==> src/rtl/dzhf_pkg.sv <==
// Shared types, codes and constants of the Doppler zig-zag heading follower.
package dzhf_pkg;

  localparam int TIME_W = 40;
  localparam int FREQ_W = 16;
  localparam int HEAD_W = 16;
  localparam int ANG_W  = 15;
  localparam int CFG_W  = 16;
  localparam int IDX_W  = 5;

  // Configuration register indexes
  localparam logic [2:0] REG_ZIG_OFFSET    = 3'd0;
  localparam logic [2:0] REG_SAMPLES       = 3'd1;
  localparam logic [2:0] REG_TOLERANCE     = 3'd2;
  localparam logic [2:0] REG_FOLLOW_SPEED  = 3'd3;
  localparam logic [2:0] REG_LEADER_SPEED  = 3'd4;
  localparam logic [2:0] REG_SOURCE_FREQ   = 3'd5;
  localparam logic [2:0] REG_SOUND_SPEED   = 3'd6;

  // Phase codes reported with each result
  localparam logic [2:0] PH_NONE   = 3'd0;
  localparam logic [2:0] PH_FIRST  = 3'd1;
  localparam logic [2:0] PH_ZIG    = 3'd2;
  localparam logic [2:0] PH_SECOND = 3'd3;
  localparam logic [2:0] PH_HOLD   = 3'd4;

  // Last step indexes of the sequenced units
  localparam logic [IDX_W-1:0] DIV_LAST   = 5'd29;
  localparam logic [IDX_W-1:0] MUL_LAST   = 5'd4;
  localparam logic [IDX_W-1:0] SQRT_LAST  = 5'd30;
  localparam logic [IDX_W-1:0] CORD_LAST  = 5'd19;

  localparam logic [15:0] FULL_TURN = 16'd36000;
  localparam logic [15:0] HALF_TURN = 16'd18000;
  localparam logic [32:0] DEG90_UNITS  = 33'd589824000;
  localparam logic [30:0] DEG180_UNITS = 31'd1179648000;

  typedef enum logic [3:0] {
    ST_IDLE, ST_CHECK, ST_DIV_AVG, ST_AVG_DONE, ST_BRANCH, ST_MUL, ST_RATIO,
    ST_RDIV, ST_AX, ST_SQ, ST_SQRT, ST_CINIT, ST_CORD, ST_ANG, ST_APPLY
  } state_t;

  typedef enum logic [3:0] {
    OP_NONE, OP_LOAD, OP_DIV_AVG, OP_DIV_STEP, OP_AVG_STORE, OP_MUL, OP_RATIO,
    OP_AX_TAKE, OP_SQ, OP_SQRT_STEP, OP_CORD_INIT, OP_CORD_STEP, OP_ANG_STORE,
    OP_APPLY
  } op_t;

  typedef enum logic [1:0] {
    KIND_IDLE, KIND_FIRST, KIND_ZIG, KIND_SECOND
  } kind_t;

  typedef struct packed {
    op_t              op;
    logic [IDX_W-1:0] idx;
    logic             sel;
    kind_t            kind;
  } cmd_t;

  typedef struct packed {
    logic avg_due;
    logic first_due;
    logic zig_due;
    logic need_div;
  } stat_t;

  // CORDIC rotation angles in 1/65536 centidegree
  function automatic logic [29:0] atan_units(input logic [IDX_W-1:0] i);
    logic [29:0] v;
    case (i)
      5'd0:  v = 30'd294912000;
      5'd1:  v = 30'd174096719;
      5'd2:  v = 30'd91987925;
      5'd3:  v = 30'd46694507;
      5'd4:  v = 30'd23437865;
      5'd5:  v = 30'd11730358;
      5'd6:  v = 30'd5866610;
      5'd7:  v = 30'd2933484;
      5'd8:  v = 30'd1466764;
      5'd9:  v = 30'd733385;
      5'd10: v = 30'd366693;
      5'd11: v = 30'd183346;
      5'd12: v = 30'd91673;
      5'd13: v = 30'd45837;
      5'd14: v = 30'd22918;
      5'd15: v = 30'd11459;
      5'd16: v = 30'd5730;
      5'd17: v = 30'd2865;
      5'd18: v = 30'd1432;
      5'd19: v = 30'd716;
      default: v = 30'd0;
    endcase
    return v;
  endfunction

endpackage

==> src/rtl/dzhf_ctrl.sv <==
// Sequencer that steps the follower datapath through one tick.
module dzhf_ctrl (
  input  logic            clk,
  input  logic            rst_n,
  input  logic            in_tvalid,
  output logic            in_tready,
  output logic            out_tvalid,
  input  logic            out_tready,
  input  dzhf_pkg::stat_t stat,
  output dzhf_pkg::cmd_t  cmd
);
  import dzhf_pkg::*;

  state_t           state_r, state_nxt;
  logic [IDX_W-1:0] cnt_r, cnt_nxt;
  logic             sel_r, sel_nxt;
  kind_t            kind_r, kind_nxt;
  logic             out_valid_r, out_valid_nxt;
  logic             out_free;

  assign out_free   = !out_valid_r || out_tready;
  assign in_tready  = (state_r == ST_IDLE);
  assign out_tvalid = out_valid_r;

  always_comb begin
    state_nxt = state_r;
    cnt_nxt   = cnt_r + 5'd1;
    sel_nxt   = sel_r;
    kind_nxt  = kind_r;
    case (state_r)
      ST_IDLE: begin
        if (in_tvalid) state_nxt = ST_CHECK;
      end
      ST_CHECK: begin
        cnt_nxt = '0;
        if (stat.avg_due) begin
          state_nxt = ST_DIV_AVG;
        end else begin
          kind_nxt  = KIND_IDLE;
          state_nxt = ST_APPLY;
        end
      end
      ST_DIV_AVG: begin
        if (cnt_r == DIV_LAST) state_nxt = ST_AVG_DONE;
      end
      ST_AVG_DONE: state_nxt = ST_BRANCH;
      ST_BRANCH: begin
        cnt_nxt = '0;
        sel_nxt = 1'b0;
        if (stat.first_due) begin
          kind_nxt  = KIND_FIRST;
          state_nxt = ST_MUL;
        end else if (stat.zig_due) begin
          kind_nxt  = KIND_ZIG;
          state_nxt = ST_APPLY;
        end else begin
          kind_nxt  = KIND_SECOND;
          state_nxt = ST_MUL;
        end
      end
      ST_MUL: begin
        if (cnt_r == MUL_LAST) state_nxt = ST_RATIO;
      end
      ST_RATIO: begin
        cnt_nxt   = '0;
        state_nxt = stat.need_div ? ST_RDIV : ST_SQ;
      end
      ST_RDIV: begin
        if (cnt_r == DIV_LAST) state_nxt = ST_AX;
      end
      ST_AX: state_nxt = ST_SQ;
      ST_SQ: begin
        cnt_nxt   = '0;
        state_nxt = ST_SQRT;
      end
      ST_SQRT: begin
        if (cnt_r == SQRT_LAST) state_nxt = ST_CINIT;
      end
      ST_CINIT: begin
        cnt_nxt   = '0;
        state_nxt = ST_CORD;
      end
      ST_CORD: begin
        if (cnt_r == CORD_LAST) state_nxt = ST_ANG;
      end
      ST_ANG: begin
        if (sel_r) begin
          state_nxt = ST_APPLY;
        end else begin
          sel_nxt   = 1'b1;
          state_nxt = ST_RATIO;
        end
      end
      ST_APPLY: begin
        if (out_free) state_nxt = ST_IDLE;
      end
      default: state_nxt = ST_IDLE;
    endcase
  end

  always_comb begin
    cmd.op   = OP_NONE;
    cmd.idx  = cnt_r;
    cmd.sel  = sel_r;
    cmd.kind = kind_r;
    case (state_r)
      ST_IDLE:     cmd.op = in_tvalid ? OP_LOAD : OP_NONE;
      ST_CHECK:    cmd.op = stat.avg_due ? OP_DIV_AVG : OP_NONE;
      ST_DIV_AVG:  cmd.op = OP_DIV_STEP;
      ST_AVG_DONE: cmd.op = OP_AVG_STORE;
      ST_BRANCH:   cmd.op = OP_NONE;
      ST_MUL:      cmd.op = OP_MUL;
      ST_RATIO:    cmd.op = OP_RATIO;
      ST_RDIV:     cmd.op = OP_DIV_STEP;
      ST_AX:       cmd.op = OP_AX_TAKE;
      ST_SQ:       cmd.op = OP_SQ;
      ST_SQRT:     cmd.op = OP_SQRT_STEP;
      ST_CINIT:    cmd.op = OP_CORD_INIT;
      ST_CORD:     cmd.op = OP_CORD_STEP;
      ST_ANG:      cmd.op = OP_ANG_STORE;
      ST_APPLY:    cmd.op = out_free ? OP_APPLY : OP_NONE;
      default:     cmd.op = OP_NONE;
    endcase
  end

  always_comb begin
    out_valid_nxt = out_valid_r;
    if (cmd.op == OP_APPLY) out_valid_nxt = 1'b1;
    else if (out_tready)    out_valid_nxt = 1'b0;
  end

  always_ff @(posedge clk) begin
    if (!rst_n) begin
      state_r     <= ST_IDLE;
      cnt_r       <= '0;
      sel_r       <= 1'b0;
      kind_r      <= KIND_IDLE;
      out_valid_r <= 1'b0;
    end else begin
      state_r     <= state_nxt;
      cnt_r       <= cnt_nxt;
      sel_r       <= sel_nxt;
      kind_r      <= kind_nxt;
      out_valid_r <= out_valid_nxt;
    end
  end

`ifndef SYNTHESIS
  a_apply_free: assert property (@(posedge clk) disable iff (!rst_n)
    (cmd.op == OP_APPLY) |-> (!out_valid_r || out_tready))
    else $error("result written over an untaken transaction");
  a_accept_check: assert property (@(posedge clk) disable iff (!rst_n)
    (in_tvalid && in_tready) |=> (state_r == ST_CHECK))
    else $error("accepted transaction not evaluated");
  a_apply_valid: assert property (@(posedge clk) disable iff (!rst_n)
    (cmd.op == OP_APPLY) |=> out_tvalid)
    else $error("result not presented after apply");
  a_cnt_bound: assert property (@(posedge clk) disable iff (!rst_n)
    cnt_r <= SQRT_LAST + 5'd1)
    else $error("step counter overran");
`endif

endmodule

==> config.mk <==
export PLATFORM = sky130hd
export DESIGN_NAME = dzhf_ctrl
export DESIGN_NICKNAME = d
export VERILOG_FILES = /design/src/rtl/dzhf_pkg.sv /design/src/rtl/dzhf_ctrl.sv
export SDC_FILE = /design/constraint.sdc
export NUM_CORES = 1
export LEC_CHECK = 0
export BUFFER_PORTS_ARGS = -buffer_cell sky130_fd_sc_hd__buf_4
export CORE_ASPECT_RATIO = 1.1
export CORE_UTILIZATION = 30
export DETAILED_ROUTE_END_ITERATION = 6
export GPL_ROUTABILITY_DRIVEN = 0
export GPL_TIMING_DRIVEN = 0
export PLACE_DENSITY_LB_ADDON = 0.2
export SLEW_MARGIN = 0
export SYNTH_ARGS = -nofsm -noshare
export SYNTH_HDL_FRONTEND = slang
export SYNTH_SLANG_ARGS = --single-unit
==> constraint.sdc <==
create_clock -name clk -period 1.7 [get_ports clk]
set_input_delay 0.085 -clock clk [delete_from_list [all_inputs] [get_ports clk]]
set_output_delay 0.085 -clock clk [all_outputs]
set_load 0.05 [all_outputs]
==> impl_metrics.yaml, run 1 <==
logic_synthesis:
  synth_top_family_by_area: "simple AND/OR/NAND/NOR gates"
  post-synth-top-area-cell: "dfxtp_1"
  simple_gate_share_of_the_synthesized_area: 0.275
  synth_top_flop_cell: "dfxtp_1"
  synth_cell_types: 41
  netlist_area_um2: 930
  syn_avg_cell_area_um2: 7.26
  mappedNetlistNets: 140
  synth_seq_area_share: 0.280
  synthesized_area_fraction_occupied_by_adder_cells: 0.0538
  ys_seq_elements: 13
  postSynth.asyncResetShare: 0
  ys.warnings.count: 0
  synth_cells: 128
  post_synth_main_area_contributors: "dfxtp_1, nor2_1, ha_1, o21ai_0, nand2_1"
  compound_gate_fraction_of_synth_area: 0.231
  synth_xor_area_frac: 0.0377
  synth.top_cell.area_share: 0.280
  synthMuxAreaShare: 0.0336
  synth_edf_count: 0
pwr:
  leakage_nw: 0.545
  overall_power_after_layout_mw: 2.45
  irDropWorstVdd_v: 0.000957
  powerDensity_nw_per_um2: 1850
clocking:
  cts_buffer_count: 3
  clk_pin_slew_ns: 0.08
  worst_skew_late_latency_ns: 0.28
  clock_tree.root_cell: "clkbuf_4"
  numClockSinks: 13
  tritoncts: "yes"
  htree_levels: 1
  cts.path.max_buffers: 2
routing:
  vias_per_cell: 5.28
  vias: 997
  initialDrtViolationCount: 12
  detailedRoute.firstPassIterationCount: 5
  detail_route.wl_per_cell_um: 13.1
  routed_wl_um: 2470
  antenna_violating_nets_left: 0
  route.detailed.drc: 0
die:
  core.rowCount: 20
  core_ar_um2: 2850
  die_y_um: 60.4
  die_width_um: 55.1
  io_pins: 22
  starting_density: 0.326
  design.die.area_um2: 3330
timing:
  setup_repair_after_global_routing_missed_its_margin: "true"
  setup_total_negative_slack_ns: 0
  worst_clock_skew_ns: 0.00118
  max-slew-margin-rel: 0.644
  hold_viol_final: 0
  setup_violations: 0
  tightestPinTransition_ns: 0.532
  slew_violations: 0
  max_freq_ghz: 0.596
  fin_crit_sh: 0.986
  period_minus_slack_ns: 1.68
cells_and_area:
  postLayoutCoreUtil: 0.464
  area_grow_syn2layout_pct: 42.5
  n_fill_cell: 301
  post_route_cells_drive_above_1_share: 0.378
  multi_input_gate_area_um2: 667
  diodes: 0
  sequential_standard_cell_area_um2: 275
  commonest_cells_after_routing_fill_and_taps_aside: "buf_4, nor2_1, nand2_1"
  finalNonFillerCells: 189
  final_net_count: 169
  layout.cell_area.non_filler_um2: 1330
  layout_commonest_cell: "buf_4"
setup_path:
  worst-path-buf-inv: 0
  critical_path.startpoint_type: "register"
  cp.arrival_ns: 1.90
  critPathMaxFanout: 5
  cpLargestDelayFamily: "simple AND/OR/NAND/NOR gates"
  timing.critical_path.cells: "ha_4, and4bb_1, o21ai_1, a221o_1, or3b_1, a21oi_1"
  worst_path_max_delay_cell: "dfxtp_4"
  endpoint_kind: "register"
  worstPathRequired_ns: 1.92
  criticalPathCategory: "register to register"
  critPathMaxStageDelay_ns: 0.39
run:
  max_cap_violations: 0
placement:
  placed_cells: 181
  place_area_um2: 1170
  post-dp-hpwl_um: 1770
  placement.io_buffers: 20
min_path:
  timing.hold.worst.class: "input port to register"
run_status:
  run_status: "completed"
grt:
  grt_max_degree: 11
  grt_first_pass_wirelength_um: 4190
  globalRouteTotalUtil: 0.174
  vias_in_the_first_global_route: 985
  grt_antenna_before_repair: 0
  grt_overflow: 0
flip-flops by register name, summed over array words and instances (netlist names):
name        flops
sel_r           1
out_tvalid      1
kind_r          2
state_r         4
cnt_r           5
metrics by stage:
stage	worst slack (ns)	hold slack, ns
after floorplan	-0.0936	0.305
after CTS	0.00000533	0.114
final	0.0231	0.123
after global routing	-0.0586	0.136
after detailed placement	-0.0651	0.425
after global placement	-0.0686	0.427
what timing repair did:
item | CTS | global route
buffers inserted | 2 | 2
resized for setup | 16 | 21
pin swaps | 1 | 3
setup endpoints to repair | 7 | 9
hold buffers | 0 | 0
hold endpoints to repair | 0 | 0
cloned | 0 | 0
final cells by class:
type / instances / share of cell area
clock buffer: 4 / 0.0198
sequential: 13 / 0.208
timing repair buffer: 24 / 0.144
tap: 33 / 0.0312
multi-input combinational: 96 / 0.503
inverter: 9 / 0.0255
buffer: 10 / 0.0680
Yosys cell counts, types with 3 or more instances:
cell type	number
ha_1	4
nand2b_1	5
nor2_1	17
nand3_1	4
nand2_1	10
clkbuf_1	4
inv_1	7
a21oi_1	7
nor2b_1	3
o21ai_1	4
o21ai_0	9
dfxtp_1	13
o211ai_1	3
per-layer routing:
metal,track usage,share of wire,vias to the layer above,wire [µm]
met5,0,0,-,0
met1,0.222,0.46,468,1130
met2,0.269,0.48,23,1180
li1,-,-,500,-
met4,0.0893,0.024,0,59
met3,0.0426,0.044,6,109
path summary, 6_finish.rpt:
check | from | endpoint | slack [ns] | cells after the start
min reg2reg | cnt_r[0] | cnt_r[0] | 0.47 | 1
min | stat[2] | kind_r[1] | 0.12 | 4
max | cnt_r[0] | state_r[0] | 0.02 | 6
max reg2reg | cnt_r[0] | state_r[0] | 0.02 | 6
report_power, final:
group          switching [mW]  total [mW]  leakage, nW  internal [mW]
combinational            1.06        1.77        0.420          0.713
clock                   0.106       0.198       0.0150         0.0912
sequential             0.0816       0.479        0.109          0.397
total                    1.25        2.45        0.545           1.20
tightest hold or removal path, stage by stage:
cell,delay (ns)
buf_4,0.09
nor4_1,0.04
a21oi_1,0.10
nor2_1,0.04
kinds of logic (layout without fill, tap and decap cells):
| logic type | Yosys count | after routing |
|---|---|---|
| muxes | 3 | 3 |
| and+or+nand+nor | 51 | 51 |
| DFF | 13 | 13 |
| xor gates and xnor gates | 4 | 4 |
| buffers and inverters | 19 | 47 |
| AOI/OAI and AO/OA | 34 | 34 |
| adders and majority gates | 4 | 4 |
(Power assumes the default switching activity.)
==> run 2: changes to the inputs <==
--- a/config.mk
+++ b/config.mk
@@ -12,6 +12,7 @@
 export GPL_ROUTABILITY_DRIVEN = 0
 export GPL_TIMING_DRIVEN = 0
 export PLACE_DENSITY_LB_ADDON = 0.2
+export RECOVER_POWER = 50
 export SLEW_MARGIN = 0
 export SYNTH_ARGS = -nofsm -noshare
 export SYNTH_HDL_FRONTEND = slang
==> run 2 against run 1 <==
Effect of this change: sequential share of layout area grew 0.18 points; global-route usage is the same; via count shrank 0.10%; largest cell class unchanged; combinational power is essentially flat; critical path type unchanged.
==> impl_metrics.yaml, run 2 (synthesized netlist as in run 1, its figures left out) <==
setup_path:
  endpoint_kind: "register"
  r2r_cells: 6
  timing.critical_path.cells: "ha_4, and4bb_1, o21ai_1, a221o_1, or3b_1, a21oi_1"
  cp-endpoint: "state_r[0]"
  critical_path_depth: 6
  r2r_end: "state_r[0]"
  r2r_start: "cnt_r[0]"
  cpLargestDelayFamily: "simple AND/OR/NAND/NOR gates"
  critPathMaxFanout: 5
  r2r_slack_ns: 0.02
  cp-startpoint: "cnt_r[0]"
  criticalPathCategory: "register to register"
  cp.arrival_ns: 1.90
  critPathMaxStageDelay_ns: 0.39
  worstPathRequired_ns: 1.92
  critical_path.startpoint_type: "register"
  worst-path-buf-inv: 0
  worst_path_max_delay_cell: "dfxtp_4"
routing:
  route.detailed.drc: 0
  vias_per_cell: 5.27
  detailedRoute.firstPassIterationCount: 5
  antenna_violating_nets_left: 0
  vias: 996
  routed_wl_um: 2470
  detail_route.wl_per_cell_um: 13.1
  initialDrtViolationCount: 12
cells_and_area:
  largest_register_ffs: 5
  finalNonFillerCells: 189
  final_net_count: 169
  layout_commonest_cell: "buf_4"
  area_grow_syn2layout_pct: 41.3
  commonest_cells_after_routing_fill_and_taps_aside: "buf_4, nor2_1, nand2_1"
  largest-register: "cnt_r"
  reg_top3: "cnt_r: 5 flops, state_r: 4 flops, kind_r: 2 flops"
  n_fill_cell: 304
  diodes: 0
  post_route_cells_drive_above_1_share: 0.359
clocking:
  worst_skew_late_latency_ns: 0.28
  cts-hold-fix-buffers: 0
  clock_tree.root_cell: "clkbuf_4"
  htree_levels: 1
  clk_pin_slew_ns: 0.08
  cts_buffer_count: 3
  cts.path.max_buffers: 2
  tritoncts: "yes"
  numClockSinks: 13
die:
  starting_density: 0.326
  core.rowCount: 20
  die_y_um: 60.4
  io_pins: 22
  die_width_um: 55.1
  core_ar_um2: 2850
  design.die.area_um2: 3330
run_status:
  run_status: "completed"
placement:
  post-dp-hpwl_um: 1770
  placement.io_buffers: 20
  placement.setup.worst_slack_ns: -0.0651
  placed_cells: 181
pwr:
  sw_frac_of_total: 0.511
  leakage_nw: 0.532
  p_seq_frac: 0.196
  net-switching-power_mw: 1.25
  internal_power_mw: 1.20
  pwr-share-comb: 0.723
  overall_power_after_layout_mw: 2.44
  powerDensity_nw_per_um2: 1860
  clock_power_share: 0.081
  irDropWorstVdd_v: 0.000958
grt:
  globalRouteTotalUtil: 0.174
  grt_first_pass_wirelength_um: 4190
  vias_in_the_first_global_route: 985
  grt_antenna_before_repair: 0
  grt_overflow: 0
  grt_max_degree: 11
timing:
  setup_violations: 0
  final_critical_path_setup_slack_ns: 0.0233
  setup_repair_after_global_routing_missed_its_margin: "true"
  tightestPinTransition_ns: 0.594
  period_minus_slack_ns: 1.68
  max-slew-margin-rel: 0.606
  slew_violations: 0
  fin_crit_sh: 0.986
  worst_clock_skew_ns: 0.00135
  fin_worst_hold_slack_ns: 0.123
  max_freq_ghz: 0.596
  hold_viol_final: 0
min_path:
  timing.hold.worst.class: "input port to register"
run:
  max_cap_violations: 0
==> run 2: cell types whose count changed in the layout (fill, tap and decap cells not counted) <==
cell	delta
buf_4	-3
clkbuf_1	+3
==> run 2: layout make-up <==
class | count | area (µm²) | area share
multi-input cells | 96 | 667 | 0.508
flip-flops and latches | 13 | 275 | 0.210
repair buffers | 24 | 180 | 0.137
plain buffers | 10 | 90.1 | 0.0686
well taps | 33 | 41.3 | 0.0314
inverters | 9 | 33.8 | 0.0257
clock buffers | 4 | 26.3 | 0.0200
==> run 2: tightest hold or removal path, delay by kind of cell <==
family / cells / cell delay (ns)
AOI/OAI and AO/OA: 1 / 0.10
and+or+nand+nor: 2 / 0.08
buffers and inverters: 1 / 0.09
==> run 2: worst min path at each step <==
| stage | slack (ns) | endpoint | from | depth (start not counted) |
|---|---|---|---|---|
| 2_1_floorplan | 0.31 | kind_r[1] | stat[2] | 3 |
| 3_3_place_gp | 0.43 | kind_r[1] | stat[2] | 4 |
| 3_5_place_dp | 0.42 | kind_r[1] | stat[2] | 4 |
| 4_1_cts | 0.11 | kind_r[1] | stat[2] | 4 |
| 5_1_grt | 0.14 | kind_r[1] | stat[2] | 4 |
| 6_report | 0.12 | kind_r[1] | stat[2] | 4 |
==> run 2: timing repair <==
item | 4_1_cts | 5_1_grt
setup endpoints to repair | 7 | 9
buffers inserted | 2 | 2
pin swaps | 1 | 3
endpoints found under the hold margin | 0 | 0
cloned | 0 | 0
gates resized for setup | 16 | 21
==> run 2: per-layer routing <==
layer / vias up / share of wire / GRT usage
li1: 500 / - / -
met5: - / 0 / 0
met3: 6 / 0.044 / 0.0426
met1: 467 / 0.46 / 0.222
met4: 0 / 0.024 / 0.0893
met2: 23 / 0.48 / 0.269
==> run 2: power by group through the flow <==
| stage | clock (mW) | sequential [mW] | combinational (mW) |
|---|---|---|---|
| 6_report | 0.198 | 0.479 | 1.77 |
| 5_1_grt | 0.217 | 0.492 | 1.91 |
| 2_1_floorplan | 0 | 0.579 | 1.06 |
| 4_1_cts | 0.207 | 0.471 | 1.65 |
| 3_3_place_gp | 0 | 0.474 | 1.52 |
| 3_5_place_dp | 0 | 0.473 | 1.53 |
==> run 2: per-stage QoR <==
step	cell area (µm²)	TNS (ns)	util
6_report	1310	0	0.461
5_1_grt	1310	-0.149	0.461
4_1_cts	1250	0	0.440
3_5_place_dp	1170	-0.124	0.411
3_3_place_gp	1170	-0.111	0.411
2_1_floorplan	980	-0.135	-
==> run 3: changes to the inputs <==
--- a/config.mk
+++ b/config.mk
@@ -8,6 +8,7 @@
 export BUFFER_PORTS_ARGS = -buffer_cell sky130_fd_sc_hd__buf_4
 export CORE_ASPECT_RATIO = 1.1
 export CORE_UTILIZATION = 30
+export CTS_BUF_LIST = sky130_fd_sc_hd__clkbuf_16
 export DETAILED_ROUTE_END_ITERATION = 6
 export GPL_ROUTABILITY_DRIVEN = 0
 export GPL_TIMING_DRIVEN = 0
==> constraint.sdc (replaced) <==
create_clock -name clk -period 1.6 [get_ports clk]
set_input_delay 0.08 -clock clk [delete_from_list [all_inputs] [get_ports clk]]
set_output_delay 0.08 -clock clk [all_outputs]
set_load 0.05 [all_outputs]
==> run 3 against run 2 <==
Effect of this change: the run now ends with setup timing left; global-route usage rose by 1.4 points; via count is 2.7% higher; worst setup slack worse by 0.095 ns; clock skew about the same; sequential share of layout area is 1.5 points lower; first-iteration DRC count increased by 67%; power increased by 22%; critical path depth unchanged; largest cell class unchanged; highest routed layer unchanged.
==> impl_metrics.yaml, run 3 (synthesized netlist as in run 1, its figures left out) <==
routing:
  routed_wl_um: 2710
  topRoutingLayerUsed: "met4"
  antenna_violating_nets_left: 0
  detail_route.wl_per_cell_um: 14.0
  vias_per_cell: 5.27
  initialDrtViolationCount: 20
  route.detailed.drc: 0
  met3RoutedLength_um: 100
  detailedRoute.firstPassIterationCount: 4
  dr_wl_met2_um: 1340
  routedLengthMet1_um: 1220
  vias: 1023
cells_and_area:
  area_grow_syn2layout_pct: 51.0
  largest_register_ffs: 5
  diodes: 0
  layout_commonest_cell: "buf_4"
  largest-register: "cnt_r"
  post_route_cells_drive_above_1_share: 0.391
  commonest_cells_after_routing_fill_and_taps_aside: "buf_4, nor2_1, nand2_1"
  n_fill_cell: 300
  reg_top3: "cnt_r: 5 flops, state_r: 4 flops, kind_r: 2 flops"
  final_net_count: 174
placement:
  post-dp-hpwl_um: 1920
  placement.setup.worst_slack_ns: -0.174
  placement.io_buffers: 20
die:
  design.die.area_um2: 3330
  core_ar_um2: 2850
  core.rowCount: 20
  die_y_um: 60.4
  die_width_um: 55.1
  io_pins: 22
  starting_density: 0.326
clocking:
  tritoncts: "yes"
  htree_levels: 1
  clock_tree.root_cell: "clkbuf_16"
  cts.path.max_buffers: 2
  worst_skew_late_latency_ns: 0.24
  cts-hold-fix-buffers: 0
  clk_pin_slew_ns: 0.05
  numClockSinks: 13
  cts_buffer_count: 3
timing:
  setup_violations: 3
  max_freq_ghz: 0.598
  tightestPinTransition_ns: 0.597
  fin_worst_hold_slack_ns: 0.168
  period_minus_slack_ns: 1.67
  final_critical_path_setup_slack_ns: -0.0721
  slew_violations: 0
  worst_clock_skew_ns: 0.00176
  setup_repair_after_global_routing_missed_its_margin: "true"
  hold_viol_final: 0
  max-slew-margin-rel: 0.604
  fin_crit_sh: 1.05
  setup_total_negative_slack_ns: -0.202
run_status:
  violations: "setup timing"
  run_status: "finished with violations"
setup_path:
  criticalPathCategory: "register to register"
  endpoint_kind: "register"
  critical_path.startpoint_type: "register"
  cp.arrival_ns: 1.85
  worstPathRequired_ns: 1.77
  critPathMaxFanout: 5
grt:
  grt_antenna_before_repair: 0
  grt_first_pass_wirelength_um: 4460
  grt_overflow: 0
  globalRouteTotalUtil: 0.188
  vias_in_the_first_global_route: 987
  grt_max_degree: 11
pwr:
  powerDensity_nw_per_um2: 2120
  leakage_nw: 0.585
  irDropWorstVdd_v: 0.00108
  overall_power_after_layout_mw: 2.97
min_path:
  timing.hold.worst.class: "input port to register"
run:
  max_cap_violations: 0
## run 3: cell count changes in the layout (fill, tap and decap cells not counted), moves of 2 or more
cell / change
buf_4: +2
clkbuf_4: -3
o21ai_0: -2
clkbuf_16: +3
## run 3: cell type report
| cell class | instances | area [µm²] | area share |
|---|---|---|---|
| Buffer | 10 | 91.3 | 0.0651 |
| Clock buffer | 3 | 75.1 | 0.0535 |
| Clock inverter | 1 | 5.00 | 0.00357 |
| Inverter | 9 | 33.8 | 0.0241 |
| Multi-Input combinational cell | 96 | 669 | 0.477 |
| Sequential cell | 13 | 273 | 0.194 |
| Tap cell | 33 | 41.3 | 0.0294 |
| Timing Repair Buffer | 29 | 215 | 0.153 |
## run 3: routing by layer
metal,GRT usage,vias up
met4,0.0536,0
met3,0.0476,6
met5,0,-
met2,0.318,23
li1,-,515
met1,0.231,479
## run 3: critical path: stages (launching register included)
cell and delay [ns]:
dfxtp_4 0.38, ha_4 0.13, and4bb_1 0.20, o21ai_1 0.07, a221o_1 0.33, or3b_1 0.36
a21oi_1 0.13
## run 3: worst paths after layout
kind / from / endpoint / slack (ns) / depth (start not counted)
max: cnt_r[0] / state_r[0] / -0.07 / 6
min: stat[2] / kind_r[1] / 0.17 / 4
max reg2reg: cnt_r[0] / state_r[0] / -0.07 / 6
min reg2reg: kind_r[1] / kind_r[1] / 0.48 / 2
## run 3: metrics by stage
stage	util	cells	cell area [µm²]
2_1_floorplan	-	128	1000
3_3_place_gp	0.419	181	1190
3_5_place_dp	0.419	181	1190
4_1_cts	0.477	189	1360
5_1_grt	0.492	194	1400
6_report	0.492	194	1400
## run 3: where the power goes
part	switching [mW]	total [mW]	internal, mW
sequential	0.0946	0.515	0.421
combinational	1.16	1.97	0.811
clock	0.147	0.480	0.333
total	1.41	2.97	1.56
## run 3: repair_timing
action	in CTS	in global routing
endpoints found under the setup margin	9	14
setup buffers	4	4
gates resized for setup	21	11
pin swaps	5	5
cloned	0	1
